===== config.mk =====
export PLATFORM = sky130hd
export DESIGN_NAME = cooccurrence_window_edge_emitter_unit
export DESIGN_NICKNAME = d
export VERILOG_FILES = /design/src/sv/cwee_pkg.sv /design/src/sv/cwee_cell.sv /design/src/sv/cooccurrence_window_edge_emitter_unit.sv
export SDC_FILE = /design/constraint.sdc
export NUM_CORES = 2
export LEC_CHECK = 0
export BUFFER_PORTS_ARGS = -buffer_cell sky130_fd_sc_hd__buf_4
export CORE_MARGIN = 2
export CORE_UTILIZATION = 50
export CTS_BUF_LIST = sky130_fd_sc_hd__clkbuf_16
export DETAILED_ROUTE_END_ITERATION = 16
export PLACE_DENSITY = 0.7
export SETUP_SLACK_MARGIN = 0.15
export SLEW_MARGIN = 20
export SYNTH_ARGS = -nofsm -noshare
export SYNTH_HDL_FRONTEND = slang
export SYNTH_HIERARCHICAL = 1
export SYNTH_SLANG_ARGS = --single-unit
export TNS_END_PERCENT = 1

===== constraint.sdc =====
create_clock -name clk -period 64.9 [get_ports clk]
set_input_delay 6.49 -clock clk [delete_from_list [all_inputs] [get_ports clk]]
set_output_delay 6.49 -clock clk [all_outputs]
set_load 0.01 [all_outputs]

===== src/sv/cwee_pkg.sv =====
package cwee_pkg;

  typedef struct packed {
    logic        vld;
    logic [31:0] sen;
    logic [31:0] ent;
  } entry_t;

  typedef logic [15:0] weight_t;

  localparam int RESULT_LIMIT    = 32;
  localparam int EDGE_CNT_W      = $clog2(RESULT_LIMIT + 1);
  localparam int WEIGHT_ROM_SIZE = 64;

  typedef logic [EDGE_CNT_W-1:0] edge_cnt_t;

  // round(32768 * exp(-d))
  localparam weight_t WEIGHT_ROM [WEIGHT_ROM_SIZE] = '{
    16'd32768, 16'd12055, 16'd4435, 16'd1631, 16'd600, 16'd221, 16'd81, 16'd30,
    16'd11, 16'd4, 16'd1, 16'd1, 16'd0, 16'd0, 16'd0, 16'd0,
    16'd0, 16'd0, 16'd0, 16'd0, 16'd0, 16'd0, 16'd0, 16'd0,
    16'd0, 16'd0, 16'd0, 16'd0, 16'd0, 16'd0, 16'd0, 16'd0,
    16'd0, 16'd0, 16'd0, 16'd0, 16'd0, 16'd0, 16'd0, 16'd0,
    16'd0, 16'd0, 16'd0, 16'd0, 16'd0, 16'd0, 16'd0, 16'd0,
    16'd0, 16'd0, 16'd0, 16'd0, 16'd0, 16'd0, 16'd0, 16'd0,
    16'd0, 16'd0, 16'd0, 16'd0, 16'd0, 16'd0, 16'd0, 16'd0
  };

endpackage


===== src/sv/cwee_cell.sv =====
module cwee_cell (
  input  logic              clk,
  input  logic              rst_n,
  input  logic              shift_en,
  input  cwee_pkg::entry_t  d_i,
  output cwee_pkg::entry_t  q_o
);

  logic        vld_r;
  logic [31:0] sen_r;
  logic [31:0] ent_r;

  always_ff @(posedge clk) begin
    if (!rst_n) begin
      vld_r <= 1'b0;
    end else if (shift_en) begin
      vld_r <= d_i.vld;
    end
  end

  always_ff @(posedge clk) begin
    if (shift_en) begin
      sen_r <= d_i.sen;
      ent_r <= d_i.ent;
    end
  end

  assign q_o.vld = vld_r;
  assign q_o.sen = sen_r;
  assign q_o.ent = ent_r;

endmodule


===== src/sv/cooccurrence_window_edge_emitter_unit.sv =====
// a request is accepted in the idle state, then the scan state rotates every cell
// of the chain once past the head compare (holding while a found edge cannot be
// passed on to a stalled output), then the finish state emits the final item and
// shifts the new entry in once the output is free
// reset (rst_n low, synchronous) empties the window, clears the distance limit and
// drops any result in flight
module cooccurrence_window_edge_emitter_unit #(
  parameter int WINDOW_DEPTH      = 32,
  parameter int WEIGHT_TABLE_SIZE = 16
) (
  input  logic        clk,
  input  logic        rst_n,
  input  logic        cfg_wr_en,
  input  logic [15:0] cfg_wr_data,   // distance limit
  input  logic        in_tvalid,
  output logic        in_tready,
  input  logic [63:0] in_tdata,      // sentence_index, entity_id
  output logic        out_tvalid,
  input  logic        out_tready,
  output logic [79:0] out_tdata,     // source_entity, target_entity, edge_weight
  output logic [1:0]  out_tuser,     // edge_valid, window_overflowed
  output logic        out_tlast      // last_of_run
);

  localparam int IDX_W = $clog2(WINDOW_DEPTH);
  localparam int CNT_W = $clog2(WINDOW_DEPTH + 1);

  typedef enum logic [1:0] {
    ST_IDLE,
    ST_SCAN,
    ST_FINISH
  } state_t;

  state_t                 state_r;
  logic [15:0]            span_limit_r;
  logic [31:0]            sen_r;
  logic [31:0]            ent_r;
  logic                   evicting_r;
  logic [IDX_W-1:0]       idx_r;
  logic [CNT_W-1:0]       cnt_r;
  cwee_pkg::edge_cnt_t    edge_cnt_r;
  logic                   pend_v_r;
  logic [31:0]            pend_src_r;
  cwee_pkg::weight_t      pend_wt_r;
  logic                   out_valid_r;
  logic [31:0]            out_src_r;
  logic [31:0]            out_tgt_r;
  cwee_pkg::weight_t      out_wt_r;
  logic                   out_edge_r;
  logic                   out_ovf_r;
  logic                   out_last_r;

  cwee_pkg::entry_t       chain_q [WINDOW_DEPTH];
  cwee_pkg::entry_t       head;
  cwee_pkg::entry_t       tail_in;
  logic [31:0]            diff;
  logic                   too_far;
  logic                   evict;
  logic                   kept;
  logic                   is_edge;
  logic                   out_free;
  logic                   stall;
  logic                   step;
  logic                   shift_en;
  logic                   load_out;
  logic                   ovf;
  cwee_pkg::weight_t      wt;

  assign head     = chain_q[0];
  assign diff     = sen_r - head.sen;
  assign too_far  = diff > {16'd0, span_limit_r};
  assign evict    = (state_r == ST_SCAN) && head.vld && evicting_r && too_far;
  assign kept     = head.vld && !evict;
  assign is_edge  = (state_r == ST_SCAN) && kept && (head.ent != ent_r)
                    && !(head.sen > sen_r)
                    && (edge_cnt_r < cwee_pkg::EDGE_CNT_W'(cwee_pkg::RESULT_LIMIT));
  assign out_free = !out_valid_r || out_tready;
  assign stall    = is_edge && pend_v_r && !out_free;
  assign step     = (state_r == ST_SCAN) && !stall;
  assign shift_en = step || ((state_r == ST_FINISH) && out_free);
  assign load_out = (step && is_edge && pend_v_r) || ((state_r == ST_FINISH) && out_free);
  assign ovf      = cnt_r == CNT_W'(WINDOW_DEPTH);
  assign wt       = (diff < 32'(WEIGHT_TABLE_SIZE)) ? cwee_pkg::WEIGHT_ROM[diff[5:0]]
                                                    : 16'd0;

  always_comb begin
    if (state_r == ST_FINISH) begin
      tail_in.vld = 1'b1;
      tail_in.sen = sen_r;
      tail_in.ent = ent_r;
    end else begin
      tail_in.vld = kept;
      tail_in.sen = head.sen;
      tail_in.ent = head.ent;
    end
  end

  // cell 0 is the oldest slot, new entries enter at the top
  for (genvar i = 0; i < WINDOW_DEPTH; i++) begin : g_cell
    if (i == WINDOW_DEPTH - 1) begin : g_top
      cwee_cell u_cell (
        .clk      (clk),
        .rst_n    (rst_n),
        .shift_en (shift_en),
        .d_i      (tail_in),
        .q_o      (chain_q[i])
      );
    end else begin : g_mid
      cwee_cell u_cell (
        .clk      (clk),
        .rst_n    (rst_n),
        .shift_en (shift_en),
        .d_i      (chain_q[i+1]),
        .q_o      (chain_q[i])
      );
    end
  end

  always_ff @(posedge clk) begin
    if (!rst_n) begin
      state_r      <= ST_IDLE;
      span_limit_r <= 16'd0;
      evicting_r   <= 1'b0;
      idx_r        <= '0;
      cnt_r        <= '0;
      edge_cnt_r   <= '0;
      pend_v_r     <= 1'b0;
      out_valid_r  <= 1'b0;
    end else begin
      if (cfg_wr_en) begin
        span_limit_r <= cfg_wr_data;
      end
      if (load_out) begin
        out_valid_r <= 1'b1;
      end else if (out_valid_r && out_tready) begin
        out_valid_r <= 1'b0;
      end
      case (state_r)
        ST_IDLE: begin
          if (in_tvalid) begin
            sen_r      <= in_tdata[31:0];
            ent_r      <= in_tdata[63:32];
            evicting_r <= 1'b1;
            idx_r      <= '0;
            edge_cnt_r <= '0;
            state_r    <= ST_SCAN;
          end
        end
        ST_SCAN: begin
          if (step) begin
            idx_r <= idx_r + 1'b1;
            if (evict) begin
              cnt_r <= cnt_r - 1'b1;
            end
            if (kept) begin
              evicting_r <= 1'b0;
            end
            if (is_edge) begin
              edge_cnt_r <= edge_cnt_r + 1'b1;
              pend_v_r   <= 1'b1;
              pend_src_r <= head.ent;
              pend_wt_r  <= wt;
              if (pend_v_r) begin
                out_src_r   <= pend_src_r;
                out_tgt_r   <= ent_r;
                out_wt_r    <= pend_wt_r;
                out_edge_r  <= 1'b1;
                out_ovf_r   <= ovf;
                out_last_r  <= 1'b0;
              end
            end
            if (idx_r == IDX_W'(WINDOW_DEPTH - 1)) begin
              state_r <= ST_FINISH;
            end
          end
        end
        ST_FINISH: begin
          if (out_free) begin
            out_src_r   <= pend_v_r ? pend_src_r : 32'd0;
            out_tgt_r   <= ent_r;
            out_wt_r    <= pend_v_r ? pend_wt_r : 16'd0;
            out_edge_r  <= pend_v_r;
            out_ovf_r   <= ovf;
            out_last_r  <= 1'b1;
            pend_v_r    <= 1'b0;
            if (!ovf) begin
              cnt_r <= cnt_r + 1'b1;
            end
            state_r <= ST_IDLE;
          end
        end
        default: begin
          state_r <= ST_IDLE;
        end
      endcase
    end
  end

  assign in_tready  = (state_r == ST_IDLE);
  assign out_tvalid = out_valid_r;
  assign out_tdata  = {out_wt_r, out_tgt_r, out_src_r};
  assign out_tuser  = {out_ovf_r, out_edge_r};
  assign out_tlast  = out_last_r;

endmodule


Word level (Yosys, flattened, before mapping) --
Memory sizes are Yosys's and may differ from the RTL's. A register that Yosys moved wholly into a read port is not among the register bits. Cells that the tools add are included.
Storage, ports and cells: flip-flop bits (word level) 2297, ROM bits 1024, input bits 85, memories 1, output and inout bits 85
Cells by class: bitwise logic cells 1, add/sub/neg operators 5, order comparisons 4, multiplexer cells 60, reductions and logical operators 37, equal/unequal tests 14
Memory list:
- (no name shown) | words 64, bits a word 16, read ports 1, clocked after memory_dff 1, wr ports 0, RTL line cooccurrence_window_edge_emitter_unit.sv:83 | assign wt = (diff < 32'(WEIGHT_TABLE_SIZE)) ? cwee_pkg::WEIGHT_ROM[diff[5:0]]
Operators by type and width (count):
- 2-to-1 mux 32 bit | 9
- case mux 32 bit (2 select lines) | 2
- 2-to-1 mux 16 bit | 5
- 2-to-1 mux 65 bit | 1
- 2-to-1 mux 6 bit | 7
- > comparator 32 x 16 -> 1 bit | 1
- > comparator 32 bit | 1
- < comparator 32 x 5 -> 1 bit, second input constant | 1
- inequality test 32 bit | 1
- case mux 16 bit (2 select lines) | 1
- subtractor 32 bit | 1
- case mux 6 bit (2 select lines) | 2
- 2-to-1 mux 1 bit | 20
- AND reduction 4 bit | 5
- inequality test 2 bit, second input constant | 8
- logical AND 1 bit | 15
- adder 6 x 1 -> 6 bit, second input constant | 2
- 2-to-1 mux 5 bit | 2
- case mux 1 bit (2 select lines) | 5
- case mux 5 bit (2 select lines) | 1
- 2-to-1 mux 2 bit | 4
- inverter 6 -> 7 bit | 1
- == test 6 bit, second input constant | 1
- zero test 1 bit | 6
- other kinds (14) | 19

Longest topological paths before layout --
depth after elaboration 18, depth in mapped cells 22

Cells and area by module --
Netlist, hierarchy kept.
Modules (own cells, without submodules):
- cwee_cell | seq. area each 1941.9 um^2, times used 32, area each 1965.6 um^2, cells each 68
- cooccurrence_window_edge_emitter_unit | seq. area each 6436.2 um^2, times used 1, area each 12065.3 um^2, cells each 1130

Worst setup path after synthesis --
No wires, ideal clock.
path kind input to register, from in out_tready, to reg g_cell[0].g_mid.u_cell.ent_r[0], enable pin, buffers on the path 0, cell stages on the path 7, data arrival time 41.105 ns, slack 9.546 ns, cells stage by stage nor2b_1 -> nand2_1 -> nand2_1 -> o21a_1 -> o41ai_4 -> a21oi_1 -> nand2_1
On the way: word-level cells in the longest chain between the ends 6
Ends and longest elaborated chain:
- from (decl) | RTL line cooccurrence_window_edge_emitter_unit.sv:19 | input logic out_tready,
- logical OR 1 bit (*) | RTL line cooccurrence_window_edge_emitter_unit.sv:77 | assign out_free = !out_valid_r || out_tready;
- zero test 1 bit | RTL line cooccurrence_window_edge_emitter_unit.sv:78 | assign stall = is_edge && pend_v_r && !out_free;
- logical AND 1 bit | RTL line cooccurrence_window_edge_emitter_unit.sv:78
- zero test 1 bit | RTL line cooccurrence_window_edge_emitter_unit.sv:79 | assign step = (state_r == ST_SCAN) && !stall;
- logical AND 1 bit | RTL line cooccurrence_window_edge_emitter_unit.sv:79
- logical OR 1 bit (*) | RTL line cooccurrence_window_edge_emitter_unit.sv:80 | assign shift_en = step || ((state_r == ST_FINISH) && out_free);
- via shift_en | RTL line cooccurrence_window_edge_emitter_unit.sv:64 | logic shift_en;
- to (signal assigned) | RTL line cwee_cell.sv:24 | ent_r <= d_i.ent;
- to (decl) | RTL line cwee_cell.sv:11 | logic [31:0] ent_r;
The timed path passes the listed nets; every way through them passes the cells marked *. A chain may end at the register's enable or synchronous reset.

Final worst setup path --
from in out_tready, to reg g_cell[2].g_mid.u_cell.ent_r[3], enable pin
On the way: word-level cells in the longest chain between the ends 6
Ends and longest elaborated chain (RTL line):
- logical OR 1 bit (*) | cooccurrence_window_edge_emitter_unit.sv:77
- zero test 1 bit | cooccurrence_window_edge_emitter_unit.sv:78
- logical AND 1 bit | cooccurrence_window_edge_emitter_unit.sv:78
- zero test 1 bit | cooccurrence_window_edge_emitter_unit.sv:79
- logical AND 1 bit | cooccurrence_window_edge_emitter_unit.sv:79
- logical OR 1 bit (*) | cooccurrence_window_edge_emitter_unit.sv:80
- via shift_en | cooccurrence_window_edge_emitter_unit.sv:64
- to (signal assigned) | cwee_cell.sv:24
- to (decl) | cwee_cell.sv:11
Marked as above.

==> impl_summary.log <==
INFO  metric run_status = complete, no violations
INFO  metric drtIter0Drc = 2,955
INFO  metric cts-root-buf = sky130_fd_sc_hd__clkbuf_16
INFO  metric combinationalPowerShare = 4.8%
INFO  metric p_int = 0.00263 W
INFO  metric layout-area-overhead-vs-synth = 13.5%
INFO  metric drtAntennaViolNets = 0
INFO  metric finClkSkew = 0.0312 ns
INFO  metric routed_wire_length_per_instance = 19.1 um
INFO  metric critical_path_data_arrival_time = 11.84 ns
INFO  metric cts_post_setup_buffers_inserted = 0
INFO  metric drcViolationCount = 0
INFO  metric setup.reg_to_reg.worst_slack = 56.06 ns
INFO  metric num_vias = 29,390
INFO  metric antenna_cells = 0
INFO  metric finalCoreUtilization = 57.0%
INFO  metric holdCritStartpoint = g_cell[5].g_mid.u_cell/sen_r[18]
INFO  metric fin_crit = 11.42 ns
INFO  metric die-width = 391 um
INFO  metric grt_pass1_wl = 166,000 um
INFO  metric timing_worst_slew_pin_value = 1.16 ns
INFO  metric path_common_cell = sky130_fd_sc_hd__buf_4
INFO  metric grt.total_usage = 14.3%
INFO  metric grt_setup_unrepaired = false
INFO  metric worstPathMaxFanout = 203
INFO  metric vdd.ir_drop.worst = 27.2 uV
INFO  metric hpwlAfterDp = 61,000 um
INFO  metric finalCritPeriodShare = 17.6%
INFO  metric wirelength = 111,000 um
INFO  metric sequentialPowerShare = 60.4%
INFO  metric cp_slowest_cell = sky130_fd_sc_hd__buf_4
INFO  metric clock_tree.buffer_depth = 3
INFO  metric power_density = 39.2 nW/um^2
INFO  metric clkLatencyLatePin = 0.81 ns
INFO  metric synth.yosys.warnings = 6
INFO  metric cts-resized-gates = 0
INFO  metric dr.pass1.iters = 5
INFO  metric dp_slack = 52.47 ns
INFO  metric switchingPower = 0.000704 W
INFO  metric ioPinCount = 170
INFO  metric drt-vias-per-instance = 5.05
INFO  metric worstHoldEndpoint = g_cell[4].g_mid.u_cell/sen_r[18]
INFO  metric maximum_achievable_frequency = 87.6 MHz
INFO  metric clockPowerShare = 34.7%
INFO  metric post_synthesis_mean_instance_area = 22.7 um^2
INFO  metric r2r_cells = 19
INFO  metric globalRoute.totalOverflow = 0
INFO  metric number_of_buffers_inserted_by_hold_repair_at_cts = 0
INFO  metric cp_cell_sequence = buf_4 > nor2b_1 > nand2_1 > nand2_1 > o21a_1 > o41ai_4 > a21oi_1 > nand2_4 > buf_12 > buf_4 > buf_4 > buf_6
INFO  metric tritoncts = built
INFO  metric dominant_register_cell_in_the_synthesized_netlist = sky130_fd_sc_hd__edfxtp_1
INFO  metric final_net_count = 3,775
INFO  metric synth_cell_type_count = 80
INFO  metric sequential_share_of_the_synthesized_area = 91.5%
INFO  metric synth_edf_count = 2,237
INFO  metric die_h = 391 um
INFO  metric filler_cell_count = 10,591
INFO  metric critPathMaxStageDelay = 0.96 ns
INFO  metric totalNegativeSetupSlack = 0 ns
INFO  metric final_layout_size_suffix_gt1_share = 13.4%
INFO  metric initial_utilization = 50.2%
INFO  metric antenna_found_initial = 3
INFO  metric sw_frac_of_total = 21.1%
INFO  metric fin_worst_hold_slack = 0.402 ns
INFO  metric synth.cell_area = 75,000 um^2
INFO  metric critical_path.reg2reg.startpoint = sen_r[2]
INFO  metric finalWeightedCongestion = 0.862
INFO  metric cp.required = 65.32 ns
INFO  metric critPathCaptureType = register
INFO  metric final_critical_path_setup_slack = 53.48 ns
INFO  metric number_of_clock_sinks = 2,307
INFO  metric synthArstFlopShare = 0%
INFO  metric nature_of_the_critical_path_startpoint = input port
INFO  metric vias_in_the_first_global_route = 27,668
INFO  metric count_of_standard_cell_rows = 142
INFO  metric power.leakage = 29.7 nW
INFO  metric timing.final.hold_violations = 0
INFO  metric cts_max_level = 4
INFO  metric worstHoldPathCells = 0
INFO  metric path_class = input port to register
INFO  metric synth_seq_cells = 2,307
INFO  metric design.core.area = 149,000 um^2
INFO  metric buffer_ports.inserted = 167
INFO  metric max_cap_violations = 0
INFO  metric reg2reg_to = g_cell[2].g_mid.u_cell/ent_r[3]
INFO  metric final-max-slew-violation-count = 0
INFO  metric finalSetupViolCount = 0
INFO  metric cts_buffers = 208
INFO  metric die-area = 153,000 um^2
INFO  metric synth_cells = 3,306
INFO  metric slew-limit-headroom = 22.9%
INFO  metric grt_max_degree = 211
INFO  metric launching_instance_or_port_of_the_critical_path = out_tready
INFO  metric hold_path_class = register to register
INFO  metric path_clk_slew = 0.06 ns
==> how the worst max path moves through the flow <==
| stage | endpoint | slack, ns | cells after the start |
|---|---|---|---|
| finish | g_cell[2].g_mid.u_cell/ent_r[3] | 53.48 | 12 |
| global route | g_cell[7].g_mid.u_cell/ent_r[28] | 53.06 | 12 |
| CTS | g_cell[17].g_mid.u_cell/ent_r[13] | 53.36 | 12 |
| detailed placement | g_cell[9].g_mid.u_cell/ent_r[6] | 52.47 | 12 |
| global placement | g_cell[10].g_mid.u_cell/ent_r[6] | 52.62 | 12 |
| floorplan | g_cell[0].g_mid.u_cell/ent_r[0] | 9.55 | 7 |
==> cells in the mapped netlist (21+ instances only) <==
master                     instances  area, um^2
sky130_fd_sc_hd__a21oi_1          45         225
sky130_fd_sc_hd__mux2i_1          64         641
sky130_fd_sc_hd__nand4_1          24         150
sky130_fd_sc_hd__edfxtp_1       2237       67200
sky130_fd_sc_hd__nand2_1         194         728
sky130_fd_sc_hd__xnor2_1          46         403
sky130_fd_sc_hd__inv_1            64         240
sky130_fd_sc_hd__ha_1             61         763
sky130_fd_sc_hd__dfxtp_1          70        1400
sky130_fd_sc_hd__buf_4            38         285
sky130_fd_sc_hd__clkbuf_1         38         143
sky130_fd_sc_hd__nor2_1           46         173
sky130_fd_sc_hd__o21ai_0          61         305
sky130_fd_sc_hd__nor2b_1         100         626
sky130_fd_sc_hd__nand3_1          21         105
==> power by group through the flow <==
stage	Combinational [W]	Clock, W	Sequential [W]
after detailed placement	0.000161	0	0.00204
after global placement	0.000157	0	0.00204
after CTS	0.000161	0.00119	0.00202
after floorplan	0.000122	0	0.00235
after global routing	0.000178	0.00125	0.00204
final	0.000161	0.00116	0.00202
==> final cells by class <==
type	count	area (um^2)	share of cell area [%]
multi-input cells	853	5710	6.71
clock buffers	211	5280	6.20
clock inverters	176	1240	1.46
inverters	65	244	0.287
flip-flops and latches	2307	68600	80.6
well taps	2016	2520	2.96
repair buffers	192	1540	1.81
==> placed cells by master (no fill, tap or decap), types with 17 or more instances in the layout <==
| cell | n |
|---|---|
| sky130_fd_sc_hd__ha_1 | 61 |
| sky130_fd_sc_hd__edfxtp_1 | 2237 |
| sky130_fd_sc_hd__nor2b_1 | 99 |
| sky130_fd_sc_hd__buf_4 | 182 |
| sky130_fd_sc_hd__clkbuf_16 | 211 |
| sky130_fd_sc_hd__clkinv_1 | 53 |
| sky130_fd_sc_hd__inv_1 | 115 |
| sky130_fd_sc_hd__nor3_1 | 17 |
| sky130_fd_sc_hd__mux2i_1 | 64 |
| sky130_fd_sc_hd__nand3_1 | 21 |
| sky130_fd_sc_hd__nand2_1 | 193 |
| sky130_fd_sc_hd__a21oi_1 | 45 |
| sky130_fd_sc_hd__nand4_1 | 24 |
| sky130_fd_sc_hd__dfxtp_1 | 70 |
| sky130_fd_sc_hd__nor2_1 | 45 |
| sky130_fd_sc_hd__o21ai_0 | 61 |
| sky130_fd_sc_hd__clkinv_2 | 35 |
| sky130_fd_sc_hd__xnor2_1 | 46 |
==> routing by layer <==
| layer | vias to the layer above | GRT usage [%] | part of all wire [%] |
|---|---|---|---|
| met3 | 195 | 2.78 | 5.6 |
| met4 | 0 | 4.53 | 2.0 |
| met2 | 787 | 19.6 | 43 |
| met1 | 14918 | 23.2 | 49 |
| met5 | - | 0 | 0 |
| li1 | 13490 | - | - |
==> kinds of logic (layout without fill, tap and decap cells) <==
group           Yosys count  after routing  synth area share [%]
mux                      65             65                 0.870
xor+xnor                 53             53                 0.619
compound gates          212            212                  1.93
flops                  2307           2307                  91.5
buf+inv                 147            644                 0.961
other cells               1              2               0.00500
fa+ha+maj                63             63                  1.07
simple gates            458            458                  3.06
==> flip-flops by register name, indices dropped and copies added (netlist names), 5 cells and up <==
signal,cells
ent_r,32
cnt_r,6
g_cell.g_top.u_cell/ent_r,32
pend_wt_r,13
pend_src_r,32
idx_r,5
span_limit_r,16
out_wt_r,13
g_cell.g_mid.u_cell/sen_r,992
out_tgt_r,32
edge_cnt_r,6
g_cell.g_mid.u_cell/ent_r,992
out_src_r,32
g_cell.g_top.u_cell/sen_r,32
sen_r,32
g_cell.g_mid.u_cell/vld_r,31
==> per-stage QoR <==
stage,instances,power [W],area [um^2]
after floorplan,3307,0.00247,75000
after global placement,5432,0.00220,78500
after detailed placement,5432,0.00220,78500
after CTS,5819,0.00337,85100
after global routing,5820,0.00346,85100
final,5820,0.00334,85100
==> critical path, delay by kind of cell <==
family | cells | cell delay, ns
and+or+nand+nor | 4 | 1.09
AOI/OAI and AO/OA | 3 | 0.46
buffers and inverters | 5 | 3.43
Power figures use the tool's default switching activity.
